--- src/rtl/lfpd_pkg.sv ---
// Shared types, constants and a helper function for the line follower PID drive.
package lfpd_pkg;

   localparam int SENSOR_COUNT = 5;
   localparam int SAMPLE_W     = 10;
   localparam int LEVEL_W      = 4;
   localparam int ERR_W        = 8;
   localparam int DIV_W        = 52;
   localparam int DIV_DIGIT    = 4;
   localparam int DIV_STEPS    = DIV_W / DIV_DIGIT;
   localparam int DIV_CNT_W    = $clog2(DIV_STEPS);

   localparam logic [SAMPLE_W-1:0] LEVEL_LO = 10'd120;
   localparam logic [SAMPLE_W-1:0] LEVEL_HI = 10'd130;

   // far left .. far right, in units of 1/20
   localparam logic signed [3:0] WEIGHT [SENSOR_COUNT] = '{-4'sd5, -4'sd2, 4'sd0, 4'sd2, 4'sd5};

   typedef logic [SENSOR_COUNT-1:0][SAMPLE_W-1:0] samples_type;

   typedef struct packed {
      logic start;
      logic by_ten;
      logic [DIV_W-1:0] dividend;
   } div_ctl_type;

   typedef struct packed {
      logic done;
      logic [DIV_W-1:0] quotient;
   } div_stat_type;

   // invert, clamp to 120..130, offset to 0..10
   function automatic logic [LEVEL_W-1:0] sensor_level(input logic [SAMPLE_W-1:0] raw);
      logic [SAMPLE_W-1:0] inv;
      logic [SAMPLE_W-1:0] ofs;
      logic [LEVEL_W-1:0]  lvl;
      inv = ~raw;
      ofs = inv - LEVEL_LO;
      if (inv > LEVEL_HI) begin
         lvl = LEVEL_W'(LEVEL_HI - LEVEL_LO);
      end else if (inv <= LEVEL_LO) begin
         lvl = '0;
      end else begin
         lvl = ofs[LEVEL_W-1:0];
      end
      return lvl;
   endfunction

endpackage

--- src/rtl/lfpd_line_error.sv ---
// Weighted line error from the five clamped sensor levels.
module lfpd_line_error (
   input  lfpd_pkg::samples_type              samples,
   output logic signed [lfpd_pkg::ERR_W-1:0]  line_error
);

   always_comb begin
      logic signed [lfpd_pkg::ERR_W-1:0] sum;
      logic [lfpd_pkg::LEVEL_W-1:0]      lvl;
      logic signed [lfpd_pkg::ERR_W-1:0] w;
      logic signed [lfpd_pkg::ERR_W-1:0] l;
      sum = '0;
      for (int i = 0; i < lfpd_pkg::SENSOR_COUNT; i++) begin
         lvl = lfpd_pkg::sensor_level(samples[i]);
         w   = {{(lfpd_pkg::ERR_W-4){lfpd_pkg::WEIGHT[i][3]}}, lfpd_pkg::WEIGHT[i]};
         l   = $signed({{(lfpd_pkg::ERR_W-lfpd_pkg::LEVEL_W){1'b0}}, lvl});
         sum = sum + w * l;
      end
      line_error = sum;
   end

endmodule

--- src/rtl/lfpd_const_div.sv ---
// Serial unsigned divider by 10 or 20, four quotient bits per cycle.
module lfpd_const_div (
   input  logic                  clock,
   input  logic                  reset,
   input  lfpd_pkg::div_ctl_type ctl,
   output lfpd_pkg::div_stat_type stat
);

   localparam logic [5:0] DIV_TEN    = 6'd10;
   localparam logic [5:0] DIV_TWENTY = 6'd20;

   logic [lfpd_pkg::DIV_W-1:0]     work_ff, work_in;
   logic [4:0]                     rem_ff, rem_in;
   logic [lfpd_pkg::DIV_CNT_W-1:0] cnt_ff, cnt_in;
   logic                           busy_ff, busy_in;
   logic                           done_ff, done_in;
   logic                           ten_ff, ten_in;

   always_comb begin
      logic [4:0] r;
      logic [5:0] t;
      logic [5:0] d;
      logic [lfpd_pkg::DIV_DIGIT-1:0] q;
      work_in = work_ff;
      rem_in  = rem_ff;
      cnt_in  = cnt_ff;
      busy_in = busy_ff;
      done_in = 1'b0;
      ten_in  = ten_ff;
      d = ten_ff ? DIV_TEN : DIV_TWENTY;
      r = rem_ff;
      q = '0;
      for (int k = 0; k < lfpd_pkg::DIV_DIGIT; k++) begin
         t = {r, work_ff[lfpd_pkg::DIV_W-1-k]};
         if (t >= d) begin
            t = t - d;
            q[lfpd_pkg::DIV_DIGIT-1-k] = 1'b1;
         end
         r = t[4:0];
      end
      if (ctl.start) begin
         work_in = ctl.dividend;
         rem_in  = '0;
         cnt_in  = '0;
         busy_in = 1'b1;
         ten_in  = ctl.by_ten;
      end else if (busy_ff) begin
         work_in = {work_ff[lfpd_pkg::DIV_W-lfpd_pkg::DIV_DIGIT-1:0], q};
         rem_in  = r;
         cnt_in  = cnt_ff + 1'b1;
         if (cnt_ff == lfpd_pkg::DIV_CNT_W'(lfpd_pkg::DIV_STEPS - 1)) begin
            busy_in = 1'b0;
            done_in = 1'b1;
         end
      end
   end

   always_ff @(posedge clock) begin
      if (reset) begin
         busy_ff <= 1'b0;
         done_ff <= 1'b0;
      end else begin
         busy_ff <= busy_in;
         done_ff <= done_in;
      end
      work_ff <= work_in;
      rem_ff  <= rem_in;
      cnt_ff  <= cnt_in;
      ten_ff  <= ten_in;
   end

   assign stat.done     = done_ff;
   assign stat.quotient = work_ff;

   div_done_after_busy: assert property (@(posedge clock) disable iff (reset)
      done_ff |-> !busy_ff && $past(busy_ff))
      else $error("divider done without a preceding busy cycle");

endmodule

--- src/rtl/line_follower_pid_drive_unit.sv ---
// Line follower PID steering drive: top level with sequencer and shared multiplier.
//
// Requests arrive on req_ (five 10-bit sensor samples in req_tdata); each request
// yields exactly one response on rsp_ carrying the two saturated motor speeds and
// the drive enable flag. Gains, base speed and start delay sit on the csr_ APB
// port; the user must write them only while the block is idle, as the block
// itself does not enforce this. A request is taken only when the sequencer is
// idle. It then runs one shared 16x33 multiplier for the PID terms and one
// serial constant divider twice (divide by 20, then by 10 for the low-pass).
// The response sits in an output register: the next request is accepted while
// it waits, and that request's result holds back until rsp_tready takes the
// previous one.
// Reset loads the register defaults, clears the error, integral, filter and
// start-delay state, and drops rsp_tvalid.
module line_follower_pid_drive_unit (
   input  logic        clock,
   input  logic        reset,
   input  logic        req_tvalid,
   output logic        req_tready,
   input  logic [55:0] req_tdata,  // sample_far_left, sample_left, sample_center,
                                   // sample_right, sample_far_right (10 bits each)
   output logic        rsp_tvalid,
   input  logic        rsp_tready,
   output logic [23:0] rsp_tdata,  // speed_one (9), speed_two (9), drive_enable (1)
   input  logic        csr_psel,
   input  logic        csr_penable,
   input  logic        csr_pwrite,
   input  logic [4:0]  csr_paddr,
   input  logic [31:0] csr_pwdata,
   output logic [31:0] csr_prdata,
   output logic        csr_pready
);

   localparam int ACC_W = 51;

   localparam logic [2:0] REG_GAIN_P      = 3'd0;
   localparam logic [2:0] REG_GAIN_I      = 3'd1;
   localparam logic [2:0] REG_GAIN_D      = 3'd2;
   localparam logic [2:0] REG_BASE_SPEED  = 3'd3;
   localparam logic [2:0] REG_START_DELAY = 3'd4;

   localparam logic [3:0] S_IDLE   = 4'd0;
   localparam logic [3:0] S_ERR    = 4'd1;
   localparam logic [3:0] S_MUL0   = 4'd2;
   localparam logic [3:0] S_MUL1   = 4'd3;
   localparam logic [3:0] S_MUL2   = 4'd4;
   localparam logic [3:0] S_MUL3   = 4'd5;
   localparam logic [3:0] S_START1 = 4'd6;
   localparam logic [3:0] S_DIV1   = 4'd7;
   localparam logic [3:0] S_SAT    = 4'd8;
   localparam logic [3:0] S_FILT   = 4'd9;
   localparam logic [3:0] S_START2 = 4'd10;
   localparam logic [3:0] S_DIV2   = 4'd11;
   localparam logic [3:0] S_OUT    = 4'd12;

   localparam logic signed [31:0] INT_MAX = 32'sh7FFF_FFFF;
   localparam logic signed [31:0] INT_MIN = 32'sh8000_0000;

   function automatic logic [8:0] sat_speed(input logic signed [25:0] v);
      logic [8:0] r;
      if (v > 26'sd255) begin
         r = 9'h0FF;
      end else if (v < -26'sd255) begin
         r = 9'h101;
      end else begin
         r = v[8:0];
      end
      return r;
   endfunction

   logic [15:0] gain_p_ff, gain_p_in;
   logic [15:0] gain_i_ff, gain_i_in;
   logic [15:0] gain_d_ff, gain_d_in;
   logic [7:0]  base_ff, base_in;
   logic [15:0] delay_ff, delay_in;

   logic [3:0]                          state_ff, state_in;
   logic signed [lfpd_pkg::ERR_W-1:0]   werr_ff, werr_in;
   logic signed [lfpd_pkg::ERR_W-1:0]   held_ff, held_in;
   logic signed [lfpd_pkg::ERR_W-1:0]   prev_ff, prev_in;
   logic signed [lfpd_pkg::ERR_W:0]     diff_ff, diff_in;
   logic signed [31:0]                  sum_ff, sum_in;
   logic signed [49:0]                  prod_ff, prod_in;
   logic signed [ACC_W-1:0]             acc_ff, acc_in;
   logic                                neg_ff, neg_in;
   logic signed [31:0]                  pid_ff, pid_in;
   logic signed [31:0]                  sd_ff, sd_in;
   logic [15:0]                         count_ff, count_in;
   logic                                rsp_valid_ff, rsp_valid_in;
   logic [18:0]                         rsp_data_ff, rsp_data_in;

   logic signed [lfpd_pkg::ERR_W-1:0] line_error;
   lfpd_pkg::samples_type             samples;
   lfpd_pkg::div_ctl_type             div_ctl;
   lfpd_pkg::div_stat_type            div_stat;

   logic [15:0]        mul_a;
   logic signed [32:0] mul_b;
   logic signed [49:0] mul_p;
   logic               req_fire;
   logic               csr_write;

   always_comb begin
      for (int i = 0; i < lfpd_pkg::SENSOR_COUNT; i++) begin
         samples[i] = req_tdata[i*lfpd_pkg::SAMPLE_W +: lfpd_pkg::SAMPLE_W];
      end
   end

   lfpd_line_error u_line_error (
      .samples    (samples),
      .line_error (line_error)
   );

   lfpd_const_div u_div (
      .clock (clock),
      .reset (reset),
      .ctl   (div_ctl),
      .stat  (div_stat)
   );

   assign req_tready = (state_ff == S_IDLE);
   assign req_fire   = req_tvalid && req_tready;
   assign rsp_tvalid = rsp_valid_ff;
   assign rsp_tdata  = {5'b0, rsp_data_ff};
   assign csr_pready = 1'b1;
   assign csr_write  = csr_psel && csr_penable && csr_pwrite && csr_pready;

   always_comb begin
      case (csr_paddr[4:2])
         REG_GAIN_P:      csr_prdata = {16'b0, gain_p_ff};
         REG_GAIN_I:      csr_prdata = {16'b0, gain_i_ff};
         REG_GAIN_D:      csr_prdata = {16'b0, gain_d_ff};
         REG_BASE_SPEED:  csr_prdata = {24'b0, base_ff};
         REG_START_DELAY: csr_prdata = {16'b0, delay_ff};
         default:         csr_prdata = '0;
      endcase
   end

   always_comb begin
      gain_p_in = gain_p_ff;
      gain_i_in = gain_i_ff;
      gain_d_in = gain_d_ff;
      base_in   = base_ff;
      delay_in  = delay_ff;
      if (csr_write) begin
         case (csr_paddr[4:2])
            REG_GAIN_P:      gain_p_in = csr_pwdata[15:0];
            REG_GAIN_I:      gain_i_in = csr_pwdata[15:0];
            REG_GAIN_D:      gain_d_in = csr_pwdata[15:0];
            REG_BASE_SPEED:  base_in   = csr_pwdata[7:0];
            REG_START_DELAY: delay_in  = csr_pwdata[15:0];
            default: ;
         endcase
      end
   end

   // shared multiplier operand select
   always_comb begin
      case (state_ff)
         S_MUL0: begin
            mul_a = gain_p_ff;
            mul_b = {{(33-lfpd_pkg::ERR_W){held_ff[lfpd_pkg::ERR_W-1]}}, held_ff};
         end
         S_MUL1: begin
            mul_a = gain_i_ff;
            mul_b = {sum_ff[31], sum_ff};
         end
         default: begin
            mul_a = gain_d_ff;
            mul_b = {{(32-lfpd_pkg::ERR_W){diff_ff[lfpd_pkg::ERR_W]}}, diff_ff};
         end
      endcase
      mul_p = $signed({1'b0, mul_a}) * mul_b;
   end

   always_comb begin
      logic signed [lfpd_pkg::ERR_W-1:0] e;
      logic signed [32:0]  s33;
      logic [ACC_W-1:0]    mag;
      logic [lfpd_pkg::DIV_W-1:0] q;
      logic signed [35:0]  sd36;
      logic signed [35:0]  fsum;
      logic signed [32:0]  sdb;
      logic signed [24:0]  drive;
      logic signed [25:0]  s1;
      logic signed [25:0]  s2;
      logic                en;

      state_in     = state_ff;
      werr_in      = werr_ff;
      held_in      = held_ff;
      prev_in      = prev_ff;
      diff_in      = diff_ff;
      sum_in       = sum_ff;
      prod_in      = prod_ff;
      acc_in       = acc_ff;
      neg_in       = neg_ff;
      pid_in       = pid_ff;
      sd_in        = sd_ff;
      count_in     = count_ff;
      rsp_valid_in = rsp_valid_ff;
      rsp_data_in  = rsp_data_ff;
      div_ctl.start    = 1'b0;
      div_ctl.by_ten   = 1'b0;

      e   = (werr_ff >= 8'sd2 || werr_ff <= -8'sd2) ? werr_ff : held_ff;
      s33 = {sum_ff[31], sum_ff} + {{(33-lfpd_pkg::ERR_W){e[lfpd_pkg::ERR_W-1]}}, e};
      mag = acc_ff[ACC_W-1] ? (~acc_ff + 1'b1) : acc_ff;
      div_ctl.dividend = {{(lfpd_pkg::DIV_W-ACC_W){1'b0}}, mag};
      q    = div_stat.quotient;
      sd36 = {{4{sd_ff[31]}}, sd_ff};
      fsum = (sd36 <<< 3) + sd36 + {{4{pid_ff[31]}}, pid_ff};
      sdb  = {sd_ff[31], sd_ff} + (sd_ff[31] ? 33'sd255 : 33'sd0);
      drive = sdb[32:8];
      s1 = $signed({18'b0, base_ff}) + {drive[24], drive};
      s2 = $signed({18'b0, base_ff}) - {drive[24], drive};
      en = !(count_ff < delay_ff);

      if (rsp_valid_ff && rsp_tready) begin
         rsp_valid_in = 1'b0;
      end

      case (state_ff)
         S_IDLE: begin
            if (req_fire) begin
               werr_in  = line_error;
               state_in = S_ERR;
            end
         end
         S_ERR: begin
            held_in = e;
            prev_in = e;
            diff_in = {e[lfpd_pkg::ERR_W-1], e} - {prev_ff[lfpd_pkg::ERR_W-1], prev_ff};
            if (s33[32] != s33[31]) begin
               sum_in = s33[32] ? INT_MIN : INT_MAX;
            end else begin
               sum_in = s33[31:0];
            end
            state_in = S_MUL0;
         end
         S_MUL0: begin
            prod_in  = mul_p;
            acc_in   = '0;
            state_in = S_MUL1;
         end
         S_MUL1, S_MUL2: begin
            prod_in  = mul_p;
            acc_in   = acc_ff + {prod_ff[49], prod_ff};
            state_in = (state_ff == S_MUL1) ? S_MUL2 : S_MUL3;
         end
         S_MUL3: begin
            acc_in   = acc_ff + {prod_ff[49], prod_ff};
            state_in = S_START1;
         end
         S_START1: begin
            div_ctl.start = 1'b1;
            neg_in   = acc_ff[ACC_W-1];
            state_in = S_DIV1;
         end
         S_DIV1: begin
            if (div_stat.done) begin
               state_in = S_SAT;
            end
         end
         S_SAT: begin
            if (neg_ff) begin
               if (q[lfpd_pkg::DIV_W-1:32] != '0 || (q[31] && q[30:0] != '0)) begin
                  pid_in = INT_MIN;
               end else begin
                  pid_in = -$signed(q[31:0]);
               end
            end else begin
               if (q[lfpd_pkg::DIV_W-1:31] != '0) begin
                  pid_in = INT_MAX;
               end else begin
                  pid_in = $signed({1'b0, q[30:0]});
               end
            end
            state_in = S_FILT;
         end
         S_FILT: begin
            acc_in   = {{(ACC_W-36){fsum[35]}}, fsum};
            state_in = S_START2;
         end
         S_START2: begin
            div_ctl.start  = 1'b1;
            div_ctl.by_ten = 1'b1;
            neg_in   = acc_ff[ACC_W-1];
            state_in = S_DIV2;
         end
         S_DIV2: begin
            if (div_stat.done) begin
               sd_in    = neg_ff ? -$signed(q[31:0]) : $signed(q[31:0]);
               state_in = S_OUT;
            end
         end
         S_OUT: begin
            if (!rsp_valid_ff || rsp_tready) begin
               rsp_valid_in = 1'b1;
               rsp_data_in  = {en, sat_speed(s2), sat_speed(s1)};
               if (!en) begin
                  count_in = count_ff + 1'b1;
               end
               state_in = S_IDLE;
            end
         end
         default: state_in = S_IDLE;
      endcase
   end

   always_ff @(posedge clock) begin
      if (reset) begin
         gain_p_ff    <= 16'd14080;
         gain_i_ff    <= 16'd0;
         gain_d_ff    <= 16'd19200;
         base_ff      <= 8'd75;
         delay_ff     <= 16'd2000;
         state_ff     <= S_IDLE;
         held_ff      <= '0;
         prev_ff      <= '0;
         sum_ff       <= '0;
         sd_ff        <= '0;
         count_ff     <= '0;
         rsp_valid_ff <= 1'b0;
      end else begin
         gain_p_ff    <= gain_p_in;
         gain_i_ff    <= gain_i_in;
         gain_d_ff    <= gain_d_in;
         base_ff      <= base_in;
         delay_ff     <= delay_in;
         state_ff     <= state_in;
         held_ff      <= held_in;
         prev_ff      <= prev_in;
         sum_ff       <= sum_in;
         sd_ff        <= sd_in;
         count_ff     <= count_in;
         rsp_valid_ff <= rsp_valid_in;
      end
      werr_ff     <= werr_in;
      diff_ff     <= diff_in;
      prod_ff     <= prod_in;
      acc_ff      <= acc_in;
      neg_ff      <= neg_in;
      pid_ff      <= pid_in;
      rsp_data_ff <= rsp_data_in;
   end

   held_never_small: assert property (@(posedge clock) disable iff (reset)
      held_ff != 8'sd1 && held_ff != -8'sd1)
      else $error("held error took a value inside the dead band");

   speed_in_range: assert property (@(posedge clock) disable iff (reset)
      rsp_valid_ff |-> rsp_data_ff[8:0] != 9'h100 && rsp_data_ff[17:9] != 9'h100)
      else $error("motor speed outside -255..255");

   accept_starts_run: assert property (@(posedge clock) disable iff (reset)
      req_fire |=> state_ff == S_ERR)
      else $error("accepted request did not start the sequencer");

   div_done_when_waiting: assert property (@(posedge clock) disable iff (reset)
      div_stat.done |-> state_ff == S_DIV1 || state_ff == S_DIV2)
      else $error("divider finished outside a wait state");

endmodule
--- config.mk ---
export PLATFORM = sky130hd
export DESIGN_NAME = line_follower_pid_drive_unit
export DESIGN_NICKNAME = d
export VERILOG_FILES = /design/src/rtl/lfpd_pkg.sv /design/src/rtl/lfpd_line_error.sv /design/src/rtl/lfpd_const_div.sv /design/src/rtl/line_follower_pid_drive_unit.sv
export SDC_FILE = /design/constraint.sdc
export NUM_CORES = 2
export LEC_CHECK = 0
export BUFFER_PORTS_ARGS = -buffer_cell sky130_fd_sc_hd__buf_2
export CAP_MARGIN = 15
export CORE_ASPECT_RATIO = 1.5
export CORE_UTILIZATION = 44
export CTS_BUF_LIST = sky130_fd_sc_hd__clkbuf_4
export DETAILED_ROUTE_END_ITERATION = 10
export HOLD_SLACK_MARGIN = 0.05
export PLACE_DENSITY = 0.66
export SYNTH_ARGS = -nofsm -noshare
export SYNTH_HDL_FRONTEND = slang
export SYNTH_SLANG_ARGS = --single-unit
--- constraint.sdc ---
create_clock -name clock -period 9.46 [get_ports clock]
set_clock_uncertainty 0.2 [all_clocks]
set_input_delay 1.892 -clock clock [delete_from_list [all_inputs] [get_ports clock]]
set_output_delay 1.892 -clock clock [all_outputs]
set_load 0.03 [all_outputs]
-- Word level (Yosys, flattened, before mapping)
Cells that the tools add are included.
- bits in registers: 399
- input port bits: 100
- output and inout bits: 59
- logic and storage cells: 186
- $add $sub $neg: 24
- multipliers: 3
- $lt $le $gt $ge: 19
- equal/unequal tests: 22
- muxes and demuxes: 49
- bitwise gates (word level): 6
- reductions and logical operators: 34
- operators by type and width (operator ; number):
    32-bit 2-to-1 mux ; 5
    51-bit 2-to-1 mux ; 3
    51-bit case mux with 3 select lines ; 1
    16-bit case mux with 5 select lines ; 1
    33-bit case mux with 2 select lines ; 1
    26-bit by 9-bit greater-than comparator with 1-bit output (second input constant) ; 2
    26-bit by 9-bit less-than comparator with 1-bit output (second input constant) ; 2
    51-bit by 1-bit adder with 51-bit output (second input constant) ; 1
    51-bit adder ; 1
    51-bit inverter ; 1
    17-bit by 33-bit multiplier with 50-bit output ; 1
    4-bit 2-to-1 mux ; 12
    4-bit case mux with 12 select lines ; 1
    10-bit by 8-bit greater-than comparator with 1-bit output (second input constant) ; 4
    10-bit by 7-bit less-or-equal comparator with 1-bit output (second input constant) ; 4
    10-bit inverter ; 4
    35-bit by 32-bit adder with 36-bit output ; 1
    36-bit adder ; 1
    32-bit by 8-bit adder with 33-bit output ; 1
    32-bit by 9-bit adder with 33-bit output ; 1
    32-bit negation ; 1
    16-bit case mux with 2 select lines ; 1
    31-bit 2-to-1 mux ; 1
    31-bit nonzero test ; 1
    45 further kinds ; 105

-- Depth between registers and ports, before layout
- word-level depth: 11
- mapped depth: 35
- gate-level depth less buffers: 35

-- By module
Synthesis repeated with hierarchy kept, for this count alone.
- cell total of the unflattened synthesis: 5548
- area, all modules: 48203.7 µm²
- modules (own cells, without submodules) (module ; times used ; cells each ; area each (µm²) ; sequential area each (µm²)):
    line_follower_pid_drive_unit ; 1 ; 5134 ; 43385.4 ; 8408.1
    lfpd_const_div ; 1 ; 273 ; 3589.7 ; 1811.7
    lfpd_line_error ; 1 ; 141 ; 1228.7 ; 0.0

-- Worst setup path after synthesis
Ideal clock, no wire load.
- path type: register -> register
- start: register state_ff[0]
- end: register prod_ff[48], data pin
- setup time: 0.264 ns
- arrival: 8.088 ns
- required time: 8.996 ns
- setup slack: 0.908 ns
- cell stages (with the launch flop): 31
- buffers on the path: 3
- clock period less this slack: 8.552 ns
- cell sequence: dfxtp_1 -> buf_1 -> clkbuf_1 -> clkbuf_1 -> mux2i_1 -> a21oi_1 -> nand2_1 -> fa_1 -> inv_1 -> fa_1 -> inv_1 -> fa_1 -> inv_1 -> fa_1 -> fa_1 -> inv_1 -> fa_1 -> inv_1 -> ha_1 -> a21o_1 -> a21oi_1 -> o21ai_0 -> a21o_1 -> a21oi_1 -> a21oi_1 -> o211ai_1 -> a31oi_1 -> o41ai_1 -> o21ai_0 -> a221oi_1 -> xnor2_1
- cells in the longest elaborated chain, start to end: 3
- elaborated cells between the ends (all ways): 5
- those cells by class: mul: 1; eq/ne: 2; mux: 2
- RTL lines (what ; RTL line ; text):
    from (decl) ; line_follower_pid_drive_unit.sv:77 ; logic [3:0] state_ff, state_in;
    from (signal assigned) ; line_follower_pid_drive_unit.sv:331 ; state_ff <= state_in;
    4-bit by 2-bit equality test with 1-bit output ; line_follower_pid_drive_unit.sv:159 ; case (state_ff)
    16-bit case mux with 2 select lines or 33-bit case mux with 2 select lines (tied branches) ; line_follower_pid_drive_unit.sv:159 ;
    17-bit by 33-bit multiplier with 50-bit output * ; line_follower_pid_drive_unit.sv:173 ; mul_p = $signed({1'b0, mul_a}) * mul_b;
    named net mul_p[48] ; line_follower_pid_drive_unit.sv:99 ; logic signed [49:0] mul_p;
    to (signal assigned) ; line_follower_pid_drive_unit.sv:341 ; prod_ff <= prod_in;
    to (decl) ; line_follower_pid_drive_unit.sv:83 ; logic signed [49:0] prod_ff, prod_in;
Mark *: on every way through the listed nets, which the timed path passes. The rest lies on a longest branch.
A chain may end at the register's enable or synchronous reset.

-- Final worst setup path
- start: register state_ff[1]
- end: register prod_ff[49], data pin
The elaborated chain is that of the path after synthesis.

==> impl_metrics.ini <==
[die]
row_count = 147
initial_core_util_pct = 44.4
coreArea_mm2 = 0.107
die_w_um = 270
die_y_um = 404
pin_count = 159
dieArea_mm2 = 0.109

[timing]
finalMaxSlewViolations = 0
rsz0062_at_grt = no
setup_viol = 0
fmax_mhz = 111
fin_crit_ns = 9.00
finalHoldViolCount = 0
maxSlewHeadroom_pct = 29.2
worst_pin_slew_ns = 1.05
post-route-period-util_pct = 95.1
setup_total_negative_slack_ns = 0

[clocking]
clockBufferDepth = 3
path_clk_slew_ns = 0.07
root_buffer = clkbuf_4
h-tree-depth = 3
cts_buffers = 103
cts_sinks = 399
cts_hold_buf = 0
cts_tree = yes
clock_latency_ns = 1.07

[route]
viasPerCell = 5.44
routedWlPerCell_um = 17.3
ant_nets = 0
drt_iter0_drc = 2254
routed_wl_mm = 122
first_pass_iters = 6
route.vias.total = 38500
route.detailed.drc = 0

[critical_path]
crit_type = register to register
cp-start-kind = register
critical_path_arrival_ns = 9.50
r2r-end = prod_ff[49]$_DFFE_PP_
cp_common_cell = fa_1
critical-path-max-stage-delay_ns = 0.59
crit_path_top_delay_cell = fa_1
r2r-start = state_ff[1]$_SDFFE_PP0P_
r2r_setup_slack_ns = 0.46
r2r_cells = 30
crit_fanout = 36
required_ns = 9.96
cp-end-kind = register

[logic_synthesis]
ys.flop_type = edfxtp_1
synth_top_area_cell = fa_1
yosysSeqAreaShare_pct = 21.5
synth-async-reset-ratio_pct = 0
synth.area.top_cells = fa_1, edfxtp_1, ha_1
syn_inst = 5508
ys_seq_elements = 399
synth_warnings = 0
synth_top_area_share_pct = 23.2
synth.cell_area_mm2 = 0.0475
ys_types = 92
synth.avg_cell_area_um2 = 8.63
synth_edf_count = 222

[cells_and_area]
drive_above_1_share_pct = 8.36
fin_area_mm2 = 0.0510
syn_to_final_growth_pct = 7.43
layout.cells.most_common = inv_1
finalNetCount = 6564
final_cell_mix = inv_1, nand2_1, fa_1

[global_route]
grt-ovfl-total = 0
grt_usage_pct = 22.7
grt_max_degree = 102
grt_pass1_vias = 39400
antenna_found_initial = 2
grt_pass1_wl_mm = 201

[place]
placed_cell_area_mm2 = 0.0497
place.gp.congestion = 0.900
dp_hpwl_mm = 98.5
place.port_buffers = 102

[worst_hold_path]
min_path_cells = 2
hp-class = register to register
holdPathEnd = gain_p_ff[3]$_SDFFE_PP0P_
hp-start = gain_p_ff[3]$_SDFFE_PP0P_

[status]
outcome = complete, no violations

[flow_run]
maxCapViolCount = 0
## flip-flops by register name (all words and copies together), names as in the netlist, 5 cells and up
signal,count
count_ff,16
sum_ff,32
u_div.rem_ff,5
prod_ff,50
gain_p_ff,16
sd_ff,32
gain_i_ff,16
prev_ff,8
rsp_data_ff,19
base_ff,8
diff_ff,9
delay_ff,16
pid_ff,32
acc_ff,51
werr_ff,8
u_div.work_ff,52
gain_d_ff,16
## Yosys cell counts, drive strengths merged, types with 139 or more instances
| cell type | instances |
|---|---|
| xor2 | 156 |
| clkbuf | 211 |
| nor2 | 492 |
| a21oi | 297 |
| xnor2 | 139 |
| o21ai | 283 |
| fa | 551 |
| nand2 | 748 |
| dfxtp | 177 |
| edfxtp | 222 |
| inv | 753 |
| ha | 329 |
## per-layer routing
metal / part of all wire, % / wire, µm / vias to the layer above / track usage, %
li1: - / - / 18500 / -
met1: 39 / 48200 / 18800 / 26.0
met2: 52 / 63600 / 954 / 42.0
met3: 4.2 / 5140 / 273 / 2.61
met4: 4.5 / 5480 / 0 / 10.6
met5: 0 / 0 / - / 0
## worst max-delay path: cells and delay by family (launching register included)
family | cells | cell delay [ns]
buffers and inverters | 6 | 0.83
adders and majority gates | 7 | 3.62
and+or+nand+nor | 6 | 1.01
xor gates and xnor gates | 1 | 0.09
AOI/OAI and AO/OA | 10 | 2.41
DFF | 1 | 0.45
## cells by family after synthesis
kind of cell | synth area share (%)
AND/OR/NAND/NOR | 16.2
buffers and inverters | 8.40
XOR/XNOR | 5.44
AO/OA/AOI/OAI | 14.9
multiplexers | 1.66
adder cells (fa/ha/maj) | 31.9
other | 0.0158
flip-flops | 21.5
## layout make-up
type / instances / area [µm²]
clock inverters: 28 / 144
well taps: 1415 / 1770
inverters: 753 / 2830
repair buffers: 212 / 1380
multi-input cells: 4115 / 33600
diodes: 4 / 10.0
flip-flops and latches: 399 / 10200
clock buffers: 148 / 1110
fillers: 10400 / 56000
## worst max-delay path by stage
stage	start	end	slack [ns]	cells past startpoint
2_1_floorplan	state_ff[0]$_SDFFE_PP0P_	prod_ff[48]$_DFFE_PP_	0.91	30
6_report	state_ff[1]$_SDFFE_PP0P_	prod_ff[49]$_DFFE_PP_	0.46	30
3_5_place_dp	state_ff[2]$_SDFFE_PP0P_	prod_ff[49]$_DFFE_PP_	0.30	29
4_1_cts	state_ff[2]$_SDFFE_PP0P_	prod_ff[49]$_DFFE_PP_	0.16	29
3_3_place_gp	state_ff[2]$_SDFFE_PP0P_	prod_ff[49]$_DFFE_PP_	0.35	29
5_1_grt	state_ff[1]$_SDFFE_PP0P_	prod_ff[49]$_DFFE_PP_	0.02	30
## through the flow
step | hold slack (ns) | utilization [%] | std cells | worst slack [ns]
finish | 0.271 | 47.7 | 7074 | 0.460
detailed placement | 0.263 | 46.4 | 6889 | 0.305
global placement | 0.254 | 46.4 | 6888 | 0.348
floorplan | 0.224 | - | 5528 | 0.908
global route | 0.294 | 47.7 | 7073 | 0.0222
CTS | 0.272 | 47.6 | 7065 | 0.158
## timing repair
item	4_1_cts	5_1_grt
buffers inserted	0	4
endpoints found under the setup margin	0	9
gates resized for setup	0	14
Power is left out: the tool's default activity adds up to more than one toggle a clock period on the data nets, which glitch-free logic cannot reach.
